--- config.mk ---
export PLATFORM = sky130hd
export DESIGN_NAME = set_assoc_lru_cache_set_top
export DESIGN_NICKNAME = d
export VERILOG_FILES = /design/src/rtl/salc_pkg.sv /design/src/rtl/salc_age.sv /design/src/rtl/set_assoc_lru_cache_set_top.sv
export SDC_FILE = /design/constraint.sdc
export NUM_CORES = 1
export LEC_CHECK = 0
export ABC_CLOCK_PERIOD_IN_PS = 3400
export BUFFER_PORTS_ARGS = -buffer_cell sky130_fd_sc_hd__buf_2
export CAP_MARGIN = 20
export CORE_AREA = 2 2 156 158
export CTS_CLUSTER_SIZE = 16
export DETAILED_ROUTE_END_ITERATION = 16
export DIE_AREA = 0 0 158 160
export SYNTH_ARGS = -nofsm -noshare
export SYNTH_HDL_FRONTEND = slang
export SYNTH_SLANG_ARGS = --single-unit
--- constraint.sdc ---
create_clock -name clk -period 3.4 [get_ports clk]
set_input_delay 0.34 -clock clk [delete_from_list [all_inputs] [get_ports clk]]
set_output_delay 0.34 -clock clk [all_outputs]
set_load 0.01 [all_outputs]
--- src/rtl/salc_pkg.sv ---
// ----------------------------------------------------------------------------
// salc_pkg: shared types and constants for one LRU cache set
// Way count, tag width, age width and the sequencer state encoding.
// ----------------------------------------------------------------------------
`default_nettype none

package salc_pkg;

	localparam int WAYS         = 4;
	localparam int TAG_BITS     = 32;
	localparam int TAG_IN_BITS  = 32;
	localparam int WAY_OUT_BITS = 2;
	localparam int WAY_BITS     = (WAYS > 1) ? $clog2(WAYS) : 1;
	localparam int AGE_BITS     = $clog2(WAYS + 1);

	typedef logic [WAY_BITS-1:0]     way_idx_t;
	typedef logic [AGE_BITS-1:0]     age_t;
	typedef logic [TAG_BITS-1:0]     tag_t;
	typedef logic [WAY_OUT_BITS-1:0] way_out_t;

	typedef enum logic [1:0] {
		ST_IDLE,
		ST_SCAN,
		ST_UPDATE
	} state_t;

	localparam logic FUNC_LOOKUP = 1'b0;
	localparam logic FUNC_FILL   = 1'b1;

	// Command from the sequencer to the age/valid bank
	typedef struct packed {
		logic     refresh;
		logic     set_valid;
		way_idx_t way;
	} age_cmd_t;

	// Reduce a way index to the width of the result port
	function automatic way_out_t way_to_out(way_idx_t w);
		logic [31:0] wide;
		wide = 32'(w);
		return wide[WAY_OUT_BITS-1:0];
	endfunction

endpackage

`default_nettype wire

--- src/rtl/salc_age.sv ---
// ----------------------------------------------------------------------------
// salc_age: valid bits and LRU age counters of one set
// Refresh lowers every age above the refreshed way's age, then sets it to WAYS.
// ----------------------------------------------------------------------------
`default_nettype none

module salc_age
	import salc_pkg::*;
(
	input  wire logic       clk,
	input  wire logic       arst_n,
	input  wire age_cmd_t   cmd,
	output logic [WAYS-1:0] valid_ways,
	output age_t            ages [WAYS]
);

	logic [WAYS-1:0] valid_q;
	age_t            age_q [WAYS];
	age_t            ref_age;

	assign ref_age = age_q[cmd.way];

	always_ff @(posedge clk or negedge arst_n) begin
		if (!arst_n) begin
			valid_q <= '0;
			for (int i = 0; i < WAYS; i++) begin
				age_q[i] <= '0;
			end
		end else begin
			if (cmd.set_valid) begin
				valid_q[cmd.way] <= 1'b1;
			end
			if (cmd.refresh) begin
				for (int i = 0; i < WAYS; i++) begin
					if (way_idx_t'(i) == cmd.way) begin
						age_q[i] <= age_t'(WAYS);
					end else if (age_q[i] > ref_age) begin
						age_q[i] <= age_q[i] - age_t'(1);
					end
				end
			end
		end
	end

	assign valid_ways = valid_q;

	always_comb begin
		for (int i = 0; i < WAYS; i++) begin
			ages[i] = age_q[i];
		end
	end

endmodule

`default_nettype wire

--- src/rtl/set_assoc_lru_cache_set_top.sv ---
// ----------------------------------------------------------------------------
// set_assoc_lru_cache_set_top: one set of a set-associative cache, LRU ages
// Lookup or fill one tag per transaction with a way-serial scan.
// ----------------------------------------------------------------------------
// Usage:
//   Raise start with func and tag while busy is low; the transaction is
//   taken at that clock edge. func = 0 looks the tag up among the valid
//   ways, func = 1 installs the tag in the least recently used way.
//   The result comes back on hit and way, marked by done for exactly one
//   cycle. A lookup miss returns hit = 0, way = 0; a fill returns hit = 0
//   and the replaced way.
// Timing:
//   A tag comparator and an age comparator walk the ways, one per cycle,
//   followed by an update state that updates tag, valid bit and ages. A
//   lookup that hits stops the walk at the matching way. busy drops in
//   the cycle done is high, so the next transaction can be taken at the
//   edge that ends that cycle.
// Reset:
//   arst_n clears valid bits, ages and the sequencer; stored tags are
//   only compared once their way is valid. The receiver cannot stall:
//   each result is flagged by done only once.
// ----------------------------------------------------------------------------
`default_nettype none

module set_assoc_lru_cache_set_top
	import salc_pkg::*;
(
	input  wire logic                    clk,
	input  wire logic                    arst_n,
	input  wire logic                    start,
	output logic                         busy,
	input  wire logic                    func,
	input  wire logic [TAG_IN_BITS-1:0]  tag,
	output logic                         done,
	output logic                         hit,
	output logic [WAY_OUT_BITS-1:0]      way
);

	state_t   state_q, state_nxt;

	// Transaction registers
	logic     func_q;
	tag_t     tag_q;
	way_idx_t idx_q;
	way_idx_t sel_q;
	age_t     best_q;
	logic     found_q;

	// Result registers
	logic     done_q;
	logic     hit_q;
	way_out_t way_q;

	// Tag store; entries are meaningful only while their way is valid
	tag_t     tag_mem_q [WAYS];

	logic [WAYS-1:0] valid_ways;
	age_t            ages [WAYS];
	age_cmd_t        age_cmd;

	logic     accept;
	logic     last_idx;
	logic     tag_match;
	logic     age_less;
	logic     scan_en;
	logic     upd_en;

	assign accept    = start && (state_q == ST_IDLE);
	assign last_idx  = (idx_q == way_idx_t'(WAYS - 1));

	// Compare logic on the current way: tag equality for lookups, age order for fills
	assign tag_match = valid_ways[idx_q] && (tag_mem_q[idx_q] == tag_q);
	assign age_less  = (idx_q == '0) || (ages[idx_q] < best_q);

	// Next state
	always_comb begin
		state_nxt = state_q;
		unique case (state_q)
			ST_IDLE: begin
				if (start) begin
					state_nxt = ST_SCAN;
				end
			end
			ST_SCAN: begin
				if (last_idx || (func_q == FUNC_LOOKUP && tag_match)) begin
					state_nxt = ST_UPDATE;
				end
			end
			ST_UPDATE: begin
				state_nxt = ST_IDLE;
			end
			default: begin
				state_nxt = ST_IDLE;
			end
		endcase
	end

	// Sequencer outputs
	always_comb begin
		scan_en = 1'b0;
		upd_en  = 1'b0;
		busy    = 1'b1;
		unique case (state_q)
			ST_IDLE:   busy    = 1'b0;
			ST_SCAN:   scan_en = 1'b1;
			ST_UPDATE: upd_en  = 1'b1;
			default:   busy    = 1'b1;
		endcase
	end

	always_ff @(posedge clk or negedge arst_n) begin
		if (!arst_n) begin
			state_q <= ST_IDLE;
			done_q  <= 1'b0;
		end else begin
			state_q <= state_nxt;
			done_q  <= upd_en;
		end
	end

	// Capture the transaction and walk the ways
	always_ff @(posedge clk) begin
		if (accept) begin
			func_q  <= func;
			tag_q   <= tag[TAG_BITS-1:0];
			idx_q   <= '0;
			sel_q   <= '0;
			best_q  <= '0;
			found_q <= 1'b0;
		end else if (scan_en) begin
			if (func_q == FUNC_LOOKUP) begin
				if (tag_match) begin
					found_q <= 1'b1;
					sel_q   <= idx_q;
				end
			end else if (age_less) begin
				best_q <= ages[idx_q];
				sel_q  <= idx_q;
			end
			if (!last_idx) begin
				idx_q <= idx_q + way_idx_t'(1);
			end
		end
	end

	// Install the tag on a fill
	always_ff @(posedge clk) begin
		if (upd_en && func_q == FUNC_FILL) begin
			tag_mem_q[sel_q] <= tag_q;
		end
	end

	// Drive the age bank: refresh on hit or fill, mark valid on fill
	always_comb begin
		age_cmd.way       = sel_q;
		age_cmd.set_valid = upd_en && (func_q == FUNC_FILL);
		age_cmd.refresh   = upd_en && (found_q || func_q == FUNC_FILL);
	end

	salc_age u_age (
		.clk        (clk),
		.arst_n     (arst_n),
		.cmd        (age_cmd),
		.valid_ways (valid_ways),
		.ages       (ages)
	);

	// Register the result that done flags for one cycle; miss reports way 0
	always_ff @(posedge clk) begin
		if (upd_en) begin
			hit_q <= (func_q == FUNC_LOOKUP) && found_q;
			if (func_q == FUNC_FILL || found_q) begin
				way_q <= way_to_out(sel_q);
			end else begin
				way_q <= '0;
			end
		end
	end

	assign done = done_q;
	assign hit  = hit_q;
	assign way  = way_q;

endmodule

`default_nettype wire

After elaboration in Yosys (flattened, before gate mapping) --
Memories as Yosys holds them, arrays and structs flattened. A register that Yosys moved wholly into a read port is not among the register bits. Index checks and enable logic that the tools add are counted.
Storage, ports and cells: bits in registers 63, RAM bits 128, bits of input ports 36, output and inout bits 5, word-level logic and storage cells 104, memories kept 1
Operators by class: add/subtract/negate cells 5, order comparisons 10, eq/ne operators 10, mux-type cells 31, bitwise logic cells 5, reductions and logical operators 27
Memory list:
- tag_mem_q | depth 4, width 32, rd ports 1, clocked after Yosys merged registers in 1, wr ports 1, line set_assoc_lru_cache_set_top.sv:55 | tag_t tag_mem_q [WAYS];
Operator list (number):
- $mux 3 | 12
- $eq 32x32->1 | 1
- $mux 2 | 7
- $bmux 3 s2 | 2
- $gt 3x3->1 | 4
- $reduce_and 2->1 | 6
- $sub 3x1->3 const B | 4
- $reduce_bool 2->1 | 5
- $reduce_and 3->1 | 3
- $logic_and 1x1->1 | 7
- $mux 1 | 7
- $ge 3x3->1 const B | 2
- $logic_not 2->1 | 3
- $lt 2x3->1 const B | 2
- $not 2->3 | 2
- $eq 2x2->1 const A | 2
- $eq 2x2->1 const B | 2
- $ne 2x2->1 const B | 2
- $or 4x4->4 | 1
- $pmux 2 s2 | 1
- $logic_or 1x1->1 | 3
- $lt 3x3->1 | 1
- $add 2x1->2 const B | 1
- $bmux 1 s2 | 1
- other kinds (6) | 7

Depth between registers and ports, before layout --
Gate-level depths: netlist of run 1.
word-level depth 8, depth in mapped cells 11, depth with buffers taken out 9

By module --
From an unflattened synthesis of run 1, not the netlist that was laid out.
Second synthesis, totals: cell total of the unflattened synthesis 481, area total of the unflattened synthesis 8166.6 um^2
By module, submodules not included:
- set_assoc_lru_cache_set_top | times used 1, cells an instance 360, area each 6980.4 um^2, seq. area each 5200.0 um^2
- salc_age | times used 1, cells an instance 121, area each 1186.1 um^2, seq. area each 400.4 um^2

Worst setup path after synthesis of run 1 --
No wires, ideal clock.
path kind register to register, start point reg state_q[0], end point mem tag_mem_q[0][0] in the netlist's numbering, enable pin, setup time 462 ps, arrival time 3150 ps, data required time 2938 ps, path slack -213 ps, cell stages (with the launch flop) 4, path buffers 0, period minus slack after synthesis 3613 ps, path through dfrtp_1 > nor2b_1 > nand2_1 > nor3_1
On the way: word-level cells in the longest chain between the ends 5
Ends and longest elaborated chain:
- start: declaration | line set_assoc_lru_cache_set_top.sv:39 | state_t state_q, state_nxt;
- start signal: assignment | line set_assoc_lru_cache_set_top.sv:116 | state_q <= state_nxt;
- $eq 2x2->1 | line set_assoc_lru_cache_set_top.sv:103 | unique case (state_q)
- $mux 1 | line set_assoc_lru_cache_set_top.sv:103
- named net upd_en | line set_assoc_lru_cache_set_top.sv:66 | logic upd_en;
- $logic_and 1x1->1 | line set_assoc_lru_cache_set_top.sv:148 | if (upd_en && func_q == FUNC_FILL) begin
- $mux 1 | line set_assoc_lru_cache_set_top.sv:148
- $mux 1 (not written as such) | line set_assoc_lru_cache_set_top.sv:149 | tag_mem_q[sel_q] <= tag_q;
- end: declaration | line set_assoc_lru_cache_set_top.sv:55
The timed path passes the listed nets, and every way through them passes these cells.

==> results.md, run 1 <==
* Worst-margin pin slew at ~0.78 ns
* Internal power at 4810 uW
* Final GP Congestion at between 0.8 and 0.9
* Routed wire length at 16100 um
* Clock tree from TritonCTS: yes
* Critical-path top delay cell: dfxtp_1
* Asr flop ratio synth at around 10%
* Post-layout worst setup margin at about 0.32 ns
* Final slew viol count at 0
* #FFs+latches synth at between 150 and 200
* Clock slew seen by the registers of the worst setup and hold paths at 0.08 ns
* Cell taking the most area after synthesis: edfxtp_1
* Synthesized area per cell at 16.5 um2
* Delay-heaviest family, CP: simple AND/OR/NAND/NOR gates
* Clk network pwr share at ~28%
* Main flop type after synthesis: edfxtp_1
* Crit path cell chain: buf_4 -> mux4_1 -> xor2_1 -> nor4_2 -> nand4_1 -> nor4_2 -> a21oi_2 -> mux2i_1
* WL met2 at roughly 7800 um
* Syn. warnings at 0
* Max stage delay on crit path at roughly 0.83 ns
* Mux share of post-synthesis cell area at 11.6%
* CP bufs+invs at 1
* IO Port Bufs at 40
* GRT Util Overall at a little over an eighth
* Final Hold Vio Count at 0
* Post-layout minimum cycle time at just over 3 ns
* Die Area at roughly 0.025 mm2
* Syn Inst Count at a little under 500
* CTS Sinks at between 150 and 200
* Avg WL per Cell at 18.2 um
* CTS Root Cell: clkbuf_16
* Worst setup EP type: flip-flop
* Critical path class: reg -> reg
* Compound-cell area share of the yosys netlist at 5.26%
* VDD IR max at around 0.35 mV
* PwrDens at approximately 750 mW/mm2
* Ratio of cells with drive above 1 in the final layout at between 20 and 25%
* IO Pins at just over 40
* Die width at 158 um
* Synth cell count leaders: edfxtp_1 (164), mux2i_1 (38), inv_1 (25), mux4_2 (21), ha_1 (20)
* Area share of the largest cell type after synthesis at between 60% and 70%
* Slew headroom at a little under half
* First-pass GRT wire length at roughly 26000 um
* Vias in the first global route at around 4600
* Highest clock rate at around 320 MHz
* Sequential fraction of the synthesis area at approximately 69%
* Psw at between 2000 and 2500 uW
* Post-synth EDFFs at between 150 and 200
* Highest Signal Layer: met4
* Diodes inserted at 0
* Detailed Routing Iterations Pass 1 at 6
* Final instance area at a little over 0.009 mm2
* P_leak at approximately 0.0032 uW
* DP Area at between 0.008 and 0.009 mm2
* CP Launch Type: flip-flop
* Max-Cap Viols at 0
* Sequential power share at 46.5%
* Post-Synth Adder-Cell Area at about 3.1%
* Synthesized Nets at approximately 550
* Met1 Routed Length at roughly 7500 um
* Status: finished clean
* Core Util, Final at 39.3%
* Post-DR vias/cell at about 5.0
* Clock latency on the worst-skew pair at between 0.4 and 0.5 ns
* Fin Hold WS at a little over 0.07 ns
* Mapped cell area at about 0.008 mm2
* Total number of vias at 4391
* Final Net Count at around 600
* Library cells used by synthesis at 48
* DRC Markers at 0
* Starting Density at around 34%
* GR Overflow Total at 0
* Combinational Power Share at 25.0%
* Largest family of logic cells by synthesized area: multiplexers
* Switching share of power at roughly a third
* Cell Rows at 57
* DRT iter0 DRCs at roughly 310
* Final period util at roughly nine tenths
* Data arrival, critical path at between 3 and 4 ns
* Largest net degree at the start of global routing at 34
* Clk_skew at around 0.0094 ns
* HPWL after DPL at 10400 um
* Setup TNS at 0 ns
* DR WL met3 at roughly 670 um
* Required time of the critical path at 3.73 ns
* HP Class: in -> reg
* Synth area leaders: edfxtp_1 (61%), dfrtp_1 (5.9%), mux4_2 (5.8%)
* Synth Area in Simple Gates at between 5 and 6%
* Core area at roughly 0.024 mm2
* Most used cell along the critical path: nor4_2
* Final setup viols at 0
* XOR/XNOR Fraction of Synth Area at under 10%
* Most instantiated library cell after synthesis: edfxtp_1
* Initial antenna violation count at 0
* H-tree levels at 4
* RSZ-0062 raised after global routing: false
* Place WS at 0.282 ns
* Maximum fanout along the worst path at 16
* Total CTS buffers at 17
* Max Root-Sink Buffers at 2
* DIE HEIGHT at around 160 um
* Antenna-violating nets left at 0
* Layout area overhead at 15.7%
final timing paths:
path                       slack, ns  cells after the start                              end                            start
max                             0.32                      8            sel_q[1]$_SDFFE_PP0P_                        flip-flop
min                             0.07                      1               tag_q[4]$_DFFE_PP_                           tag[4]
max reg2reg                     0.32                      8            sel_q[1]$_SDFFE_PP0P_                        flip-flop
min reg2reg                     0.47                      1  u_age.valid_ways[2]$_DFFE_PN0P_  u_age.valid_ways[2]$_DFFE_PN0P_
max in group asynchronous       2.65                      2  u_age.valid_ways[1]$_DFFE_PN0P_                           arst_n
min in group asynchronous       0.40                      2        u_age.ages[0]$_DFFE_PN0P_                           arst_n
logic make-up after synthesis:
family,after synthesis
AO/OA/AOI/OAI,62
XOR/XNOR,33
adder cells (fa/ha/maj),20
buffers and inverters,40
flip-flops,193
multiplexers,64
AND/OR/NAND/NOR,78
repair_timing:
| item | in CTS | in global routing |
|---|---|---|
| hold buffers | 1 | 0 |
| setup buffers | 0 | 0 |
| endpoints found under the hold margin | 19 | 0 |
| gates resized for setup | 0 | 0 |
power by group through the flow:
stage | clock [uW] | sequential [uW] | combinational (uW)
floorplan | 0 | 3070 | 1500
global placement | 0 | 3300 | 1670
detailed placement | 0 | 3320 | 1760
global route | 2140 | 3320 | 1950
finish | 2010 | 3270 | 1750
CTS | 2070 | 3270 | 1770
sequential cells by signal (all words and copies together) (netlist names), named ones only:
register and count:
found_q 1, u_age.ages 12, hit 1, state_q 2, way 2, sel_q 2
tag_mem_q 128, done 1, tag_q 32, u_age.valid_ways 4, func_q 1, best_q 3
idx_q 2
metrics by stage:
| step | power (uW) | std cells |
|---|---|---|
| final | 7030 | 884 |
| after global routing | 7410 | 884 |
| after CTS | 7110 | 884 |
| after detailed placement | 5080 | 851 |
| after global placement | 4970 | 851 |
| after floorplan | 4570 | 490 |
area by class of cell:
cell class | count | area, um2
well taps | 324 | 405
repair buffers | 52 | 305
inverters | 26 | 97.6
clock inverters | 14 | 176
multi-input cells | 257 | 2340
flip-flops and latches | 193 | 5600
fillers | 2218 | 14500
clock buffers | 18 | 429
worst register-to-register path, stage by stage, from the launching register on:
cell and delay (ns):
dfxtp_1 0.83, buf_4 0.29, mux4_1 0.58, xor2_1 0.17
nor4_2 0.23, nand4_1 0.23, nor4_2 0.38, a21oi_2 0.12
mux2i_1 0.14
cell usage in the layout, fill, tap and decap left out, types with 3 or more instances in the layout:
cell type and n:
nand2b_1 5, ha_1 20, nor4_2 3, or2_2 4
a22o_1 4, buf_4 10, nor2_4 3, clkinv_8 4
clkinvlp_4 4, xnor2_1 18, mux2_2 3, edfxtp_1 164
clkbuf_16 17, mux2i_1 38, nand2_1 19, nor2b_1 7
o2bb2ai_1 3, a21o_1 6, inv_8 3, inv_1 24
buf_2 40, nor3_1 12, a311oi_1 5, nor2_1 12
dfrtp_1 19, and3_1 4, xor2_1 15, o21ai_0 17
nor4_1 5, dfxtp_1 9, mux4_2 21, a21oi_1 9
routing by layer:
| layer | track usage (%) | up-vias |
|---|---|---|
| met5 | 0 | - |
| met4 | 4.63 | 0 |
| met3 | 3.12 | 19 |
| met2 | 21.5 | 98 |
| met1 | 18.1 | 2265 |
| li1 | - | 2009 |
Note: power is estimated with default switching activity, not from simulation.
==> inputs of run 2 (changes only) <==
Settings changed: ABC_AREA set to 1, CAP_MARGIN 20 to 15, CORE_AREA 2 2 156 158 to 2 2 157 159, DIE_AREA 0 0 158 160 to 0 0 159 161.
==> run 2 against run 1 <==
- largest cell class unchanged
- non-clock buffer count shrank 1
- global-route usage grew 0.13 points
- final cell count grew 28%
- flip-flop and latch count is the same
- critical path type unchanged
- total power grew 13%
- routed wire length grew 5.0%
==> results.md, run 2 <==
* Syn. warnings at 0
* Die Area at ~0.026 mm2
* Detailed Routing Iterations Pass 1 at 5
* Diodes inserted at 0
* Routed wire length at roughly 17000 um
* Max Root-Sink Buffers at 2
* Critical path class: reg -> reg
* #FFs+latches synth at approximately 190
* Post-layout minimum cycle time at between 2 and 3 ns
* PwrDens at 842 mW/mm2
* Highest clock rate at 396 MHz
* Max stage delay on crit path at 0.39 ns
* Setup TNS at 0 ns
* Core area at between 0.02 and 0.025 mm2
* Mapped cell area at between 0.008 and 0.009 mm2
* Worst reg2reg path endpoint: u_age.ages[5]$_DFFE_PN0P_
* HP Class: in -> reg
* Clock latency on the worst-skew pair at around 0.43 ns
* Post-synth EDFFs at roughly 160
* Layout area overhead at 14.6%
* Max-Cap Viols at 0
* Met3 Usage GRT at roughly 3.7%
* Cell Rows at 57
* Total CTS buffers at 17
* RSZ-0062 raised after global routing: false
* Area share of the largest cell type after synthesis at about three fifths
* Final Hold Vio Count at 0
* HPWL after DPL at approximately 10000 um
* GRT Util Overall at 13.6%
* IO Port Bufs at 40
* VDD IR max at approximately 0.40 mV
* Antenna-violating nets left at 0
* IO Pins at between 40 and 50
* Maximum fanout along the worst path at 5
* DP Area at roughly 0.0088 mm2
* Max reg flops at 128
* Final instance area at around 0.0094 mm2
* Final setup viols at 0
* Worst setup EP type: flip-flop
* Crit path cell chain: inv_1 -> nor2_1 -> inv_1 -> o22ai_1 -> a221oi_1 -> buf_4 -> ha_1 -> nand2_1 -> o21ai_0 -> nand3_1 -> nand2_1 -> nand2_1 -> or2_2 -> nand3_1
* DRC Markers at 0
* Clock tree from TritonCTS: yes
* Worst reg-to-reg path cell count at 14
* Avg WL per Cell at roughly 15 um
* Post-DR vias/cell at 4.72
* P_leak at about 0.0037 uW
* GR Overflow Total at 0
* CTS Sinks at ~190
* Clock slew seen by the registers of the worst setup and hold paths at roughly 0.070 ns
* Cell taking the most area after synthesis: edfxtp_1
* Hold Path Depth at 1
* Library cells used by synthesis at 31
* Setup Buffers After CTS at 0
* Tot Pwr at just under 8000 uW
* Synth area leaders: edfxtp_1 (60%), nand2_1 (11%), dfrtp_1 (5.8%)
* H-tree levels at 4
* Data arrival, critical path at 2.89 ns
* Sequential fraction of the synthesis area at around two thirds
* Most instantiated library cell after synthesis: nand2_1
* Reg2Reg Launch Point: sel_q[0]$_SDFFE_PP0P_
* Starting Density at about a third
* Hold EP: tag_q[8]$_DFFE_PP_
* Status: finished clean
* Critical-path top delay cell: dfxtp_1
* Largest net degree at the start of global routing at between 60 and 70
* Largest Register: tag_mem_q
* Total number of vias at around 5300
* Main flop type after synthesis: edfxtp_1
* CP bufs+invs at 3
* Global route hottest layer: met2
* Die width at between 150 and 200 um
* Required time of the critical path at approximately 3.8 ns
* Initial antenna violation count at 0
* CP Launch Type: flip-flop
* DRT iter0 DRCs at 350
* Clk_skew at about 0.010 ns
* Synth cell count leaders: nand2_1 (247), edfxtp_1 (164), nand3_1 (92), nor2_1 (40), inv_1 (37)
* Met2 usage at a little over a fifth
* Filler Cells Inserted at ~2300
* First-pass GRT wire length at 26800 um
* Most common cell after layout, fill and taps aside: nand2_1
* Synthesized area per cell at roughly 11 um2
* Hold Startpoint: tag[8]
* Commonest cells after routing, fill and taps aside: nand2_1 (247), edfxtp_1 (164), nand3_1 (92)
* Delay-heaviest family, CP: simple AND/OR/NAND/NOR gates
* CP Launch Point: sel_q[0]$_SDFFE_PP0P_
* Reg2Reg Setup Slack at between 0.8 and 0.9 ns
* Asr flop ratio synth at about a tenth
* Most used cell along the critical path: nand2_1
* Final GP Congestion at between 0.8 and 0.9
* Syn Inst Count at about 740
* Worst-margin pin slew at 1.02 ns
* CTS Root Cell: clkbuf_16
* Slew headroom at between 30% and 40%
* Final Net Count at ~850
* Final slew viol count at 0
* Synthesized Nets at roughly 800
* Vias in the first global route at slightly above 5000
* Final period util at about three quarters
* Met1 track demand over resource at ~19%
* DIE HEIGHT at 161 um
* Ratio of cells with drive above 1 in the final layout at 11.4%
run 2: report_power, final:
group | switching, uW | internal (uW)
clock | 864 | 1240
combinational | 1700 | 884
sequential | 277 | 2990
run 2: cells by family after synthesis:
group	Yosys count	synth area share (%)
and+or+nand+nor	401	20.6
DFF	193	68.0
buffers and inverters	61	3.61
AOI/OAI and AO/OA	58	3.86
adders and majority gates	20	3.04
xor gates and xnor gates	9	0.957
run 2: how the worst max path moves through the flow:
stage / to / slack (ns) / depth (start not counted)
final: u_age.ages[5]$_DFFE_PN0P_ / 0.87 / 14
after global routing: u_age.ages[5]$_DFFE_PN0P_ / 0.58 / 14
after CTS: u_age.ages[5]$_DFFE_PN0P_ / 0.88 / 14
after detailed placement: u_age.ages[5]$_DFFE_PN0P_ / 0.91 / 14
after global placement: u_age.ages[8]$_DFFE_PN0P_ / 0.98 / 11
after floorplan: tag_mem_q[0][0]$_DFFE_PP_ / 0.77 / 3
run 2: stage by stage:
stage | hold slack, ns | instances | setup slack [ns] | util, %
5_1_grt | 0.0465 | 1128 | 0.576 | 39.4
2_1_floorplan | 0.0444 | 742 | 0.773 | -
3_3_place_gp | 0.324 | 1095 | 0.983 | 36.8
4_1_cts | 0.0656 | 1128 | 0.876 | 39.4
6_report | 0.0799 | 1128 | 0.874 | 39.4
3_5_place_dp | 0.326 | 1095 | 0.905 | 36.8
run 2: routing by layer:
layer / vias to the layer above / share of wire, %
met5: - / 0
met4: 0 / 0.80
met3: 9 / 3.9
met2: 99 / 48
met1: 2558 / 47
li1: 2655 / -
run 2: cell type report:
class                   count  area, um2  share of cell area [%]
flip-flops and latches    193       5600                    59.3
inverters                  40        150                    1.59
clock inverters            12        181                    1.92
clock buffers              20        437                    4.62
multi-input cells         488       2370                    25.1
repair buffers             51        298                    3.15
well taps                 324        405                    4.29
run 2: what timing repair did:
item                      4_1_cts  5_1_grt
hold endpoints to repair       19        0
resized for setup               0        0
hold buffers                    1        0
